## src/hw/rtl/sevm_pkg.sv

```systemverilog
package sevm_pkg;

  typedef enum logic [2:0] {
    OP_TICK          = 3'd0,
    OP_HISS_TARGET   = 3'd1,
    OP_CRACKLE_SET   = 3'd2,
    OP_CRACKLE_RAISE = 3'd3,
    OP_NOTE          = 3'd4,
    OP_SLOT_WRITE    = 3'd5,
    OP_MELODY_START  = 3'd6,
    OP_SILENCE       = 3'd7
  } op_t;

  // Configuration register indexes.
  localparam int CFG_INDEX_W = 1;
  localparam int CFG_DATA_W  = 8;
  localparam logic [CFG_INDEX_W-1:0] REG_MELODY_AMPLITUDE = 1'b0;
  localparam logic [CFG_INDEX_W-1:0] REG_MELODY_GAP       = 1'b1;

  localparam logic [7:0]  MELODY_AMPLITUDE_RESET = 8'd34;
  localparam logic [6:0]  MELODY_GAP_RESET       = 7'd110;
  localparam logic [31:0] NOISE_SEED             = 32'h2545F491;

  localparam logic signed [10:0] MIDPOINT   = 11'sd128;
  localparam logic signed [10:0] SAMPLE_TOP = 11'sd255;
  localparam logic signed [9:0]  AMP_FLOOR  = -10'sd8;

  // Output sample rate in hertz.
  localparam longint unsigned SAMPLE_RATE   = 64'd22050;
  localparam longint unsigned MS_PER_SECOND = 64'd1000;

  // The phase increment (freq << 32) / rate is split into freq * whole + the
  // floor of freq * rem / rate.  The second term is an exact reciprocal
  // multiply with a 32-bit fractional scale, since freq and rate are below 2^16.
  localparam longint unsigned INC_WHOLE_FULL = (64'd1 << 32) / SAMPLE_RATE;
  localparam longint unsigned INC_REM_FULL   = (64'd1 << 32) % SAMPLE_RATE;
  localparam longint unsigned INC_FRAC_FULL  =
    ((INC_REM_FULL << 32) + SAMPLE_RATE - 64'd1) / SAMPLE_RATE;
  localparam logic [19:0] INC_WHOLE = 20'(INC_WHOLE_FULL);
  localparam logic [31:0] INC_FRAC  = 32'(INC_FRAC_FULL);

  // Tone length ms * rate / 1000 as one reciprocal multiply; an 18-bit
  // fraction keeps it exact for every 8-bit millisecond value.
  localparam int LEN_SHIFT = 18;
  localparam longint unsigned LEN_MULT_FULL =
    ((SAMPLE_RATE << LEN_SHIFT) + MS_PER_SECOND - 64'd1) / MS_PER_SECOND;
  localparam logic [23:0] LEN_MULT     = 24'(LEN_MULT_FULL);
  localparam logic [12:0] TONE_LEN_MAX = 13'd8191;

  typedef struct packed {
    logic [31:0] inc;
    logic [12:0] len;
  } tone_setup_t;

endpackage

```

## src/hw/rtl/sevm_tone_calc.sv

```systemverilog
module sevm_tone_calc (
  input  logic [15:0]                freq_hz,
  input  logic [7:0]                 duration_ms,
  output sevm_pkg::tone_setup_t      setup
);

  logic [35:0] whole_prod;
  logic [47:0] frac_prod;
  logic [31:0] len_prod;
  logic [31-sevm_pkg::LEN_SHIFT:0] len_raw;

  assign whole_prod = {20'd0, freq_hz} * {16'd0, sevm_pkg::INC_WHOLE};
  assign frac_prod  = {32'd0, freq_hz} * {16'd0, sevm_pkg::INC_FRAC};
  assign len_prod   = {24'd0, duration_ms} * {8'd0, sevm_pkg::LEN_MULT};
  assign len_raw    = len_prod[31:sevm_pkg::LEN_SHIFT];

  always_comb begin
    setup.inc = whole_prod[31:0] + {16'd0, frac_prod[47:32]};
    if (len_raw > (32-sevm_pkg::LEN_SHIFT)'(sevm_pkg::TONE_LEN_MAX)) begin
      setup.len = sevm_pkg::TONE_LEN_MAX;
    end else begin
      setup.len = len_raw[12:0];
    end
  end

endmodule

```

## src/hw/rtl/sound_effect_voice_mixer_core.sv

```systemverilog
// Channel   Direction  Signals                                              Beat
// in        input      in_valid/in_ready, operation, amount, freq_hz,       one command
//                      duration_ms, slot, count
// out       output     out_valid/out_ready, sample                          one sample
// cfg       input      cfg_we, cfg_index, cfg_data                          one register write
//
// One input beat is taken every cycle while in_ready is high. A beat goes through an
// input register and one pass of mixing logic; a tick's sample is then registered on
// the output. The tone multipliers sit before the input register. rst (synchronous)
// returns all voices, the slots and the registers.
// While out_ready is low a finished sample holds; a following tick waits in the
// input register and stops in_ready, while other commands pass.
module sound_effect_voice_mixer_core #(
  parameter int MELODY_SLOTS = 8
) (
  input  logic                               clk,
  input  logic                               rst,
  input  logic                               in_valid,
  output logic                               in_ready,
  input  logic [2:0]                         operation,
  input  logic [7:0]                         amount,
  input  logic [15:0]                        freq_hz,
  input  logic [7:0]                         duration_ms,
  input  logic [2:0]                         slot,
  input  logic [3:0]                         count,
  output logic                               out_valid,
  input  logic                               out_ready,
  output logic [7:0]                         sample,
  input  logic                               cfg_we,
  input  logic [sevm_pkg::CFG_INDEX_W-1:0]   cfg_index,
  input  logic [sevm_pkg::CFG_DATA_W-1:0]    cfg_data
);

  localparam int LEN_W = $clog2(MELODY_SLOTS + 1);
  localparam int POS_W = (MELODY_SLOTS > 1) ? $clog2(MELODY_SLOTS) : 1;

  // Input register.
  logic                  pend_valid;
  logic                  pend_valid_next;
  sevm_pkg::op_t         pend_op;
  logic [7:0]            pend_amount;
  logic [2:0]            pend_slot;
  logic [3:0]            pend_count;
  sevm_pkg::tone_setup_t pend_setup;
  sevm_pkg::tone_setup_t port_setup;

  // Configuration.
  logic [7:0] melody_amplitude;
  logic [6:0] melody_gap;

  // Voice state.
  logic [31:0]        noise;
  logic [31:0]        noise_next;
  logic signed [7:0]  lowpass;
  logic signed [7:0]  lowpass_next;
  logic [7:0]         hiss_target;
  logic [7:0]         hiss_target_next;
  logic [7:0]         hiss_level;
  logic [7:0]         hiss_level_next;
  logic [7:0]         crackle;
  logic [7:0]         crackle_next;
  logic [31:0]        phase_acc;
  logic [31:0]        phase_acc_next;
  logic [31:0]        tone_inc;
  logic [31:0]        tone_inc_next;
  logic signed [9:0]  note_level;
  logic signed [9:0]  note_level_next;
  logic [12:0]        tone_remaining;
  logic [12:0]        tone_remaining_next;
  sevm_pkg::tone_setup_t slots [MELODY_SLOTS];
  logic [LEN_W-1:0]   melody_length;
  logic [LEN_W-1:0]   melody_length_next;
  logic [LEN_W-1:0]   melody_position;
  logic [LEN_W-1:0]   melody_position_next;
  logic [6:0]         gap_count;
  logic [6:0]         gap_count_next;

  // Output register.
  logic       out_valid_next;
  logic [7:0] sample_next;

  logic consume;
  logic slot_write;

  // Mixing terms.
  logic signed [8:0]  hiss_diff;
  logic signed [8:0]  hiss_sum;
  logic [7:0]         hiss_level_mix;
  logic [31:0]        r1;
  logic [31:0]        r2;
  logic [31:0]        r3;
  logic signed [7:0]  nz;
  logic signed [8:0]  lp_diff;
  logic signed [8:0]  lp_sum;
  logic signed [7:0]  lp_mix;
  logic signed [16:0] hiss_prod;
  logic signed [16:0] crackle_prod;
  logic signed [8:0]  crackle_term;
  logic [7:0]         crackle_mix;
  logic [31:0]        phase_mix;
  logic signed [9:0]  tone_term;
  logic [12:0]        remaining_mix;
  logic signed [9:0]  amp_bias;
  logic signed [9:0]  amp_div8;
  logic signed [9:0]  amp_faded;
  logic signed [10:0] mix_sum;
  logic [7:0]         mix_sample;
  logic [LEN_W-1:0]   count_sat;
  sevm_pkg::tone_setup_t melody_setup;

  sevm_tone_calc u_tone_calc (
    .freq_hz     (freq_hz),
    .duration_ms (duration_ms),
    .setup       (port_setup)
  );

  assign consume  = pend_valid &&
                    (pend_op != sevm_pkg::OP_TICK || !out_valid || out_ready);
  assign in_ready = !pend_valid || consume;

  // Hiss glide and lowpassed noise.
  assign hiss_diff      = $signed({1'b0, hiss_target}) - $signed({1'b0, hiss_level});
  assign hiss_sum       = $signed({1'b0, hiss_level}) + (hiss_diff >>> 5);
  assign hiss_level_mix = hiss_sum[7:0];
  assign r1             = noise ^ (noise << 13);
  assign r2             = r1 ^ (r1 >> 17);
  assign r3             = r2 ^ (r2 << 5);
  assign nz             = $signed({~r3[15], r3[14:8]});
  assign lp_diff        = $signed({nz[7], nz}) - $signed({lowpass[7], lowpass});
  assign lp_sum         = $signed({lowpass[7], lowpass}) + (lp_diff >>> 2);
  assign lp_mix         = lp_sum[7:0];
  assign hiss_prod      = lp_mix * $signed({1'b0, hiss_level_mix});

  // Crackle decays by level/64 + 1 per sample.
  assign crackle_prod = nz * $signed({1'b0, crackle});
  assign crackle_term = (crackle != 8'd0) ? crackle_prod[16:8] : 9'sd0;
  assign crackle_mix  = crackle - {6'd0, crackle[7:6]} - 8'd1;

  // Square tone with a truncating fade near its end.
  assign phase_mix     = phase_acc + tone_inc;
  assign remaining_mix = tone_remaining - 13'd1;
  assign amp_bias      = note_level + (note_level[9] ? 10'sd7 : 10'sd0);
  assign amp_div8      = amp_bias >>> 3;
  assign amp_faded     = note_level - amp_div8 - 10'sd1;

  always_comb begin
    if (tone_remaining == 13'd0) begin
      tone_term = 10'sd0;
    end else if (phase_mix[31]) begin
      tone_term = note_level;
    end else begin
      tone_term = -note_level;
    end
  end

  assign mix_sum = sevm_pkg::MIDPOINT
                 + $signed({{2{hiss_prod[16]}}, hiss_prod[16:8]})
                 + $signed({{2{crackle_term[8]}}, crackle_term})
                 + $signed({tone_term[9], tone_term});

  always_comb begin
    if (mix_sum < 11'sd0) begin
      mix_sample = 8'd0;
    end else if (mix_sum > sevm_pkg::SAMPLE_TOP) begin
      mix_sample = 8'd255;
    end else begin
      mix_sample = mix_sum[7:0];
    end
  end

  assign melody_setup = slots[melody_position[POS_W-1:0]];
  assign count_sat    = (32'(pend_count) > MELODY_SLOTS) ? LEN_W'(MELODY_SLOTS)
                                                         : LEN_W'(pend_count);
  assign slot_write   = consume && pend_op == sevm_pkg::OP_SLOT_WRITE &&
                        32'(pend_slot) < MELODY_SLOTS;

  always_comb begin
    noise_next           = noise;
    lowpass_next         = lowpass;
    hiss_target_next     = hiss_target;
    hiss_level_next      = hiss_level;
    crackle_next         = crackle;
    phase_acc_next       = phase_acc;
    tone_inc_next        = tone_inc;
    note_level_next      = note_level;
    tone_remaining_next  = tone_remaining;
    melody_length_next   = melody_length;
    melody_position_next = melody_position;
    gap_count_next       = gap_count;
    out_valid_next       = out_valid && !out_ready;
    sample_next          = sample;
    pend_valid_next      = pend_valid && !consume;
    if (in_valid && in_ready) begin
      pend_valid_next = 1'b1;
    end

    if (consume) begin
      case (pend_op)
        sevm_pkg::OP_TICK: begin
          hiss_level_next = hiss_level_mix;
          noise_next      = r3;
          lowpass_next    = lp_mix;
          if (crackle != 8'd0) begin
            crackle_next = crackle_mix;
          end
          if (tone_remaining != 13'd0) begin
            phase_acc_next      = phase_mix;
            tone_remaining_next = remaining_mix;
            if (remaining_mix < {6'd0, melody_gap}) begin
              note_level_next = amp_faded;
            end
          end else if (melody_position < melody_length) begin
            if (gap_count != 7'd0) begin
              gap_count_next = gap_count - 7'd1;
            end else begin
              tone_inc_next        = melody_setup.inc;
              phase_acc_next       = 32'd0;
              note_level_next      = $signed({2'b00, melody_amplitude});
              tone_remaining_next  = melody_setup.len;
              melody_position_next = melody_position + LEN_W'(1);
              gap_count_next       = melody_gap;
            end
          end
          out_valid_next = 1'b1;
          sample_next    = mix_sample;
        end
        sevm_pkg::OP_HISS_TARGET: begin
          hiss_target_next = pend_amount;
        end
        sevm_pkg::OP_CRACKLE_SET: begin
          crackle_next = pend_amount;
        end
        sevm_pkg::OP_CRACKLE_RAISE: begin
          if (crackle < pend_amount) begin
            crackle_next = pend_amount;
          end
        end
        sevm_pkg::OP_NOTE: begin
          tone_inc_next       = pend_setup.inc;
          phase_acc_next      = 32'd0;
          note_level_next     = $signed({2'b00, pend_amount});
          tone_remaining_next = pend_setup.len;
        end
        sevm_pkg::OP_SLOT_WRITE: begin
          // The slot store itself is written in the clocked block.
        end
        sevm_pkg::OP_MELODY_START: begin
          melody_length_next   = count_sat;
          melody_position_next = '0;
          gap_count_next       = 7'd0;
        end
        sevm_pkg::OP_SILENCE: begin
          hiss_target_next     = 8'd0;
          hiss_level_next      = 8'd0;
          crackle_next         = 8'd0;
          note_level_next      = 10'sd0;
          tone_remaining_next  = 13'd0;
          melody_length_next   = '0;
          melody_position_next = '0;
        end
        default: begin
        end
      endcase
    end
  end

  always_ff @(posedge clk) begin
    if (in_valid && in_ready) begin
      pend_op     <= sevm_pkg::op_t'(operation);
      pend_amount <= amount;
      pend_slot   <= slot;
      pend_count  <= count;
      pend_setup  <= port_setup;
    end
    sample <= sample_next;
    if (rst) begin
      pend_valid       <= 1'b0;
      out_valid        <= 1'b0;
      melody_amplitude <= sevm_pkg::MELODY_AMPLITUDE_RESET;
      melody_gap       <= sevm_pkg::MELODY_GAP_RESET;
      noise            <= sevm_pkg::NOISE_SEED;
      lowpass          <= 8'sd0;
      hiss_target      <= 8'd0;
      hiss_level       <= 8'd0;
      crackle          <= 8'd0;
      phase_acc        <= 32'd0;
      tone_inc         <= 32'd0;
      note_level       <= 10'sd0;
      tone_remaining   <= 13'd0;
      melody_length    <= '0;
      melody_position  <= '0;
      gap_count        <= 7'd0;
      for (int i = 0; i < MELODY_SLOTS; i++) begin
        slots[i] <= '0;
      end
    end else begin
      pend_valid      <= pend_valid_next;
      out_valid       <= out_valid_next;
      noise           <= noise_next;
      lowpass         <= lowpass_next;
      hiss_target     <= hiss_target_next;
      hiss_level      <= hiss_level_next;
      crackle         <= crackle_next;
      phase_acc       <= phase_acc_next;
      tone_inc        <= tone_inc_next;
      note_level      <= note_level_next;
      tone_remaining  <= tone_remaining_next;
      melody_length   <= melody_length_next;
      melody_position <= melody_position_next;
      gap_count       <= gap_count_next;
      if (slot_write) begin
        slots[POS_W'(pend_slot)] <= pend_setup;
      end
      if (cfg_we) begin
        case (cfg_index)
          sevm_pkg::REG_MELODY_AMPLITUDE: melody_amplitude <= cfg_data;
          sevm_pkg::REG_MELODY_GAP:       melody_gap       <= cfg_data[6:0];
          default: begin
          end
        endcase
      end
    end
  end

`ifndef NO_ASSERTIONS
  // The end fade settles at -8 and never goes further down.
  assert property (@(posedge clk) disable iff (rst) note_level >= sevm_pkg::AMP_FLOOR)
    else $error("tone amplitude below fade floor");

  assert property (@(posedge clk) disable iff (rst) melody_position <= melody_length)
    else $error("melody position past melody length");

  // Every tick that leaves the input register produces a sample beat.
  assert property (@(posedge clk) disable iff (rst)
    consume && pend_op == sevm_pkg::OP_TICK |=> out_valid && sample == $past(mix_sample))
    else $error("tick did not load a sample");

  // A command that cannot move on stays in the input register.
  assert property (@(posedge clk) disable iff (rst)
    pend_valid && !consume |=> pend_valid && $stable(pend_op))
    else $error("stalled command lost");
`endif

endmodule

```

## config.mk

```make
export PLATFORM = sky130hd
export DESIGN_NAME = sound_effect_voice_mixer_core
export DESIGN_NICKNAME = d
export VERILOG_FILES = /design/src/hw/rtl/sevm_pkg.sv /design/src/hw/rtl/sevm_tone_calc.sv /design/src/hw/rtl/sound_effect_voice_mixer_core.sv
export SDC_FILE = /design/constraint.sdc
export NUM_CORES = 2
export LEC_CHECK = 0
export ABC_AREA = 1
export BUFFER_PORTS_ARGS = -buffer_cell sky130_fd_sc_hd__buf_4
export CAP_MARGIN = 10
export CELL_PAD_IN_SITES_DETAIL_PLACEMENT = 0
export CELL_PAD_IN_SITES_GLOBAL_PLACEMENT = 1
export CORE_MARGIN = 3
export CORE_UTILIZATION = 46
export CTS_CLUSTER_SIZE = 40
export DETAILED_ROUTE_END_ITERATION = 12
export GPL_TIMING_DRIVEN = 0
export PLACE_DENSITY_LB_ADDON = 0.1
export SYNTH_ARGS = -nofsm -noshare
export SYNTH_HDL_FRONTEND = slang
export SYNTH_SLANG_ARGS = --single-unit
export TNS_END_PERCENT = 20
```

## constraint.sdc

```tcl
create_clock -name clk -period 9.65 [get_ports clk]
set_clock_uncertainty 0.1 [all_clocks]
set_input_delay 0.965 -clock clk [delete_from_list [all_inputs] [get_ports clk]]
set_output_delay 0.965 -clock clk [all_outputs]
set_load 0.005 [all_outputs]
```

After elaboration in Yosys (flattened, before gate mapping)
Memories as Yosys holds them, arrays and structs flattened. A register that Yosys moved wholly into a read port is not among the register bits.
Cells that the tools add are included.

storage, ports and cells
  register bits = 254
  latch bits = 0
  RAM bits = 360
  ROM bits = 0
  output and inout bits = 10
  logic and storage cells = 165
  memories kept = 1

operators by class
  add/subtract/negate cells = 18
  multipliers = 5
  div/mod/pow operators = 0
  order comparisons = 7
  equality and inequality tests = 15
  shifts and indexed selects = 0
  muxes and demuxes = 50
  bitwise logic cells = 5
  reductions and logical operators = 41

memory list
  name   depth  bits a word  read ports  clocked after memory_dff  write ports  RTL line                             text
  slots  8      45           1           1                         8            sound_effect_voice_mixer_core.sv:70  sevm_pkg::tone_setup_t slots [MELODY_SLOTS];

operators with widths
  kind                                                 number
  two-way mux 32 bit                                   6
  case mux 32 bit (2 select lines)                     2
  bitwise XOR 32 bit                                   2
  two-way mux 10 bit                                   6
  multiplier 16 x 29 -> 45 bit, second input constant  1
  two-way mux 45 bit                                   1
  OR reduction 45 bit                                  1
  two-way mux 13 bit                                   3
  case mux 13 bit (3 select lines)                     1
  multiplier 8 x 9 -> 17 bit                           2
  adder 32 x 13 -> 32 bit                              1
  adder 32 bit                                         1
  multiplier 16 x 18 -> 32 bit, second input constant  1
  case mux 8 bit (2 select lines)                      2
  case mux 8 bit (4 select lines)                      1
  bitwise XOR 32 x 15 -> 32 bit                        1
  case mux 10 bit (3 select lines)                     1
  multiplier 8 x 21 -> 29 bit, second input constant   1
  two-way mux 8 bit                                    3
  two-way mux 7 bit                                    3
  subtractor 8 x 8 -> 9 bit                            2
  two-way mux 4 bit                                    4
  case mux 4 bit (2 select lines)                      2
  AND reduction 4 bit                                  4
  45 further kinds                                     89

Logic depth before layout (Yosys ltp)
  depth in word-level cells = 12
  depth in mapped cells = 60
  depth with buffers taken out = 60

Cells and area by module
From an unflattened synthesis, not the netlist that was laid out.

second synthesis, totals
  cell total of the unflattened synthesis = 6040
  area, all modules = 51481.9 sq um

by module, submodules not included
  module                         times used  cells each  area each (sq um)  sequential area each (sq um)
  sound_effect_voice_mixer_core  1           3836        34824.6            16666.0
  sevm_tone_calc                 1           2204        16657.2            0.0

Worst setup path before layout
OpenSTA, ideal clock, no wires.

  kind = flip-flop to flip-flop
  start = register noise[13]
  end = register sample[7], data pin
  arrival time = 9214 ps
  data required time = 9396 ps
  setup slack = 182 ps
  stages on the path, launching flop included = 53
  clock period less this slack = 9468 ps
  path through = dfxtp_1 xnor2_1 xor2_1 or2_2 nand2_1 inv_1 ha_1 nand2_1 inv_1 nand2_1 nand2_1 nand2_1 nand2_2 nand2_1 nand2_1 a21oi_1 nor2_1 nor2_1 [17 not listed] nand2_1 nand2_1 xnor2_1 inv_1 fa_1 ha_1 ha_1 fa_1 a21oi_1 o21ai_0 a21o_1 a21oi_1 nor2_1 nor2_1 nor2_1 nor2_1 xnor2_1 a21boi_0

on the way
  cells in the longest elaborated chain, start to end = 11
  elaborated cells on any way between the ends = 14
  those cells by class = add/sub (5); mul (2); order compare (2); mux (2); bitwise (3)

RTL lines
  what                                     RTL line                              text
  start: declaration                       sound_effect_voice_mixer_core.sv:52   logic [31:0] noise;
  start signal: assignment                 sound_effect_voice_mixer_core.sv:281  noise <= sevm_pkg::NOISE_SEED;
  start signal: assignment                 sound_effect_voice_mixer_core.sv:299  noise <= noise_next;
  bitwise XOR 32 bit *                     sound_effect_voice_mixer_core.sv:125  assign r1 = noise ^ (noise << 13);
  bitwise XOR 32 x 15 -> 32 bit *          sound_effect_voice_mixer_core.sv:126  assign r2 = r1 ^ (r1 >> 17);
  bitwise XOR 32 bit *                     sound_effect_voice_mixer_core.sv:127  assign r3 = r2 ^ (r2 << 5);
  via nz[1]                                sound_effect_voice_mixer_core.sv:92   logic signed [7:0] nz;
  subtractor 8 x 8 -> 9 bit *              sound_effect_voice_mixer_core.sv:129  assign lp_diff = $signed({nz[7], nz}) - $signed({lowpass[7], lowpass});
  adder 8 x 7 -> 8 bit *                   sound_effect_voice_mixer_core.sv:130  assign lp_sum = $signed({lowpass[7], lowpass}) + (lp_diff >>> 2);
  via lp_sum[7]                            sound_effect_voice_mixer_core.sv:94   logic signed [8:0] lp_sum;
  multiplier 8 x 9 -> 17 bit *             sound_effect_voice_mixer_core.sv:132  assign hiss_prod = lp_mix * $signed({1'b0, hiss_level_mix});
  adder 9 x 9 -> 10 bit *                  sound_effect_voice_mixer_core.sv:157  + $signed({{2{hiss_prod[16]}}, hiss_prod[16:8]})
  adder 10 x 9 -> 11 bit *                 sound_effect_voice_mixer_core.sv:158  + $signed({{2{crackle_term[8]}}, crackle_term})
  adder 11 x 10 -> 11 bit *                sound_effect_voice_mixer_core.sv:159  + $signed({tone_term[9], tone_term});
  greater-than comparator 11 x 9 -> 1 bit  sound_effect_voice_mixer_core.sv:164  end else if (mix_sum > sevm_pkg::SAMPLE_TOP) begin
  two-way mux 8 bit                        sound_effect_voice_mixer_core.sv:164
  end signal: assignment                   sound_effect_voice_mixer_core.sv:275  sample <= sample_next;
  end: declaration                         sound_effect_voice_mixer_core.sv:28   output logic [7:0] sample,

The timed path passes the listed nets; every way through them passes the cells marked *.
A chain may end at the register's enable or synchronous reset.

==> metrics <==
status complete, but fails checks; failing checks setup timing; CP startpoint kind primary input; sequential area share after synthesis 33.9%; Worst-path clk slew 0.06 ns; Placer Congestion about 0.9; DRC viols 0; CP max stage cell fa_2; Cell Rows about 120; Hold WC Path Type flop to flop; post-route antenna net violation count 0; Port-buffer cells 65; path depth of the worst reg2reg path 52; vias per inst between 5 and 6; Post-DP HPWL between 100000 and 150000 um; final setup margin -0.0778 ns; area grow syn2layout 13.4%; DR vias roughly 39000; initial antenna violation count 4; placed inst area 51500 um^2; Die ar. 111000 um^2; Required @ worst endpoint roughly 10 ns; commonest non-fill, non-tap cell in the layout nor2_1; final-layout fill cell count between 9000 and 10000; Ports 66; GRT Total Usage between 20% and 30%; commonest cells after routing, fill and taps aside nor2_1 (925), inv_1 (836), nand2_1 (518), ha_1 (503), edfxtp_1 (431); TritonCTS clock tree yes; Period Utilization, post-route 101%; Max Clock Freq 103 MHz; clk_lat worst skew about 0.65 ns; Period minus WS final 9.73 ns; first-pass GRT wire length ~240000 um; Die H 333 um; setup slack at placement -2.02 ns; final hold vios 0; Worst-Margin Slew around 1.0 ns; nets@finish 6665; # hold bufs at CTS 0; H-tree depth 3; Die Wd 333 um; Synth area leader edfxtp_1; critical path class primary input to flop; r2r setup slk 0 ns; multi-input logic area approximately 30000 um^2; Worst slew margin between 30% and 40%; Max stage delay on crit path 0.64 ns; DR pass1 iterations 6; RSZ-0062 raised after global routing yes; share of layout cells above drive strength 1 9.46%; Setup crit end pend_setup[42]; final WL between 150000 and 200000 um; Ys Warns 0; CP startpoint freq_hz[6]; Inst Count DP 6957; Hold Path Cell Cnt 2; syn_nets 6462; CTS max path bufs 3; Max Slew Vio Count 0; top cells by area, synth edfxtp_1 (26%), fa_1 (15%), ha_1 (14%), dfxtp_1 (7.6%), nor2_1 (7.1%); core area 106000 um^2; Crit Path Max Fanout 6; Num CTS Buffers 73; Reg area between 15000 and 20000 um^2; CP endpoint kind flop; post-route cell area roughly 56000 um^2; distinct cell type count after synthesis 60; number of global-route vias before repair around 39000; #FFs+latches synth a little over 600; total gr overflow 0; mean routed wirelength per cell roughly 22 um; synthesized area per cell between 8 and 9 um^2; Syn Inst Count approximately 5500; Initial DRC Count approximately 3200; setup TNS -0.0780 ns; reg-to-reg startpoint noise[21]; Root Driver clkbuf_16; largest net degree at the start of global routing 58; max_cap viols 0; CP Data Arrival Time ~10 ns; Starting Density approximately 47%; Synth top area share around a quarter; Antenna Cells 0; fin cells slightly above 7000; Final Setup Violations 2; Netlist Area Pre-Place slightly below 50000 um^2; Worst R2R End sample[7]; CTS Sinks ~600
-- flip-flops by register name (all words and copies together) (netlist names), 7 cells and up, named ones only --
register          cells
tone_remaining       13
pend_amount           8
hiss_level            8
pend_setup           45
slots               360
sample                8
tone_inc             32
noise                32
lowpass               8
note_level           10
melody_amplitude      8
crackle               8
phase_acc            32
melody_gap            7
gap_count             7
hiss_target           8
-- kinds of logic after synthesis --
group,count (synthesis),synth area share (%)
compound gates,1056,12.2
xor+xnor,191,3.40
fa+ha+maj,908,28.8
buf+inv,1049,8.18
flops,617,33.9
simple gates,1677,13.6
-- per-stage QoR --
stage | hold slack, ns | utilization, %
floorplan | 0.330 | -
global placement | 0.352 | 48.6
detailed placement | 0.354 | 48.8
CTS | 0.360 | 52.3
global route | 0.374 | 52.8
finish | 0.361 | 52.8
-- how the worst min path moves through the flow --
stage / slack, ns / start / end
after floorplan: 0.33 / melody_amplitude[1] / melody_amplitude[1]
after global placement: 0.35 / phase_acc[0] / phase_acc[0]
after detailed placement: 0.35 / melody_amplitude[0] / melody_amplitude[0]
after CTS: 0.36 / amount[7] / pend_amount[7]
after global routing: 0.37 / slot[2] / pend_slot[2]
final: 0.36 / melody_amplitude[0] / melody_amplitude[0]
-- synth_stat cells (all sizes together) --
cell / instances
a2111oi: 2
a211o: 1
a211oi: 11
a21boi: 17
a21o: 16
a21oi: 376
a221oi: 22
a22oi: 3
a311oi: 19
a31oi: 16
a32oi: 1
a41oi: 1
and2: 1
buf: 55
clkbuf: 109
clkinv: 18
dfxtp: 186
edfxtp: 431
fa: 371
ha: 537
inv: 867
nand2: 551
nand3: 98
nand3b: 4
nand4: 28
nor2: 941
nor3: 27
nor3b: 1
nor4: 11
o2111ai: 5
o211ai: 23
o21a: 10
o21ai: 421
o21bai: 9
o221a: 1
o221ai: 8
o22ai: 88
o311ai: 1
o31ai: 5
or2: 15
xnor2: 76
xor2: 115
-- repair_timing --
item | 4_1_cts | 5_1_grt
gates cloned | 0 | 0
gates resized for setup | 170 | 62
pin swaps | 77 | 40
endpoints found under the setup margin | 31 | 21
buffers inserted | 42 | 17
-- metal layers --
| layer | GRT usage [%] | vias up | part of all wire (%) |
|---|---|---|---|
| met5 | 0 | - | 0 |
| met3 | 3.85 | 212 | 6.8 |
| met2 | 46.3 | 1136 | 47 |
| met4 | 7.54 | 0 | 2.8 |
| met1 | 39.0 | 19000 | 44 |
| li1 | - | 18500 | - |
-- area by class of cell --
class | instances | area share [%]
plain buffers | 164 | 1.26
clock inverters | 34 | 0.830
inverters | 885 | 5.99
repair buffers | 128 | 1.90
well taps | 1391 | 3.12
clock buffers | 101 | 3.72
flip-flops and latches | 617 | 29.9
multi-input cells | 3832 | 53.3
-- worst max-delay path, delay by kind of cell --
family,cells,cell delay [ns]
AOI/OAI and AO/OA,5,0.65
adders and majority gates,12,5.58
and+or+nand+nor,12,1.63
xor gates and xnor gates,2,0.58
buffers and inverters,7,0.64
Power is left out: the tool's default activity adds up to more than one toggle a clock period on the data nets, which glitch-free logic cannot reach.
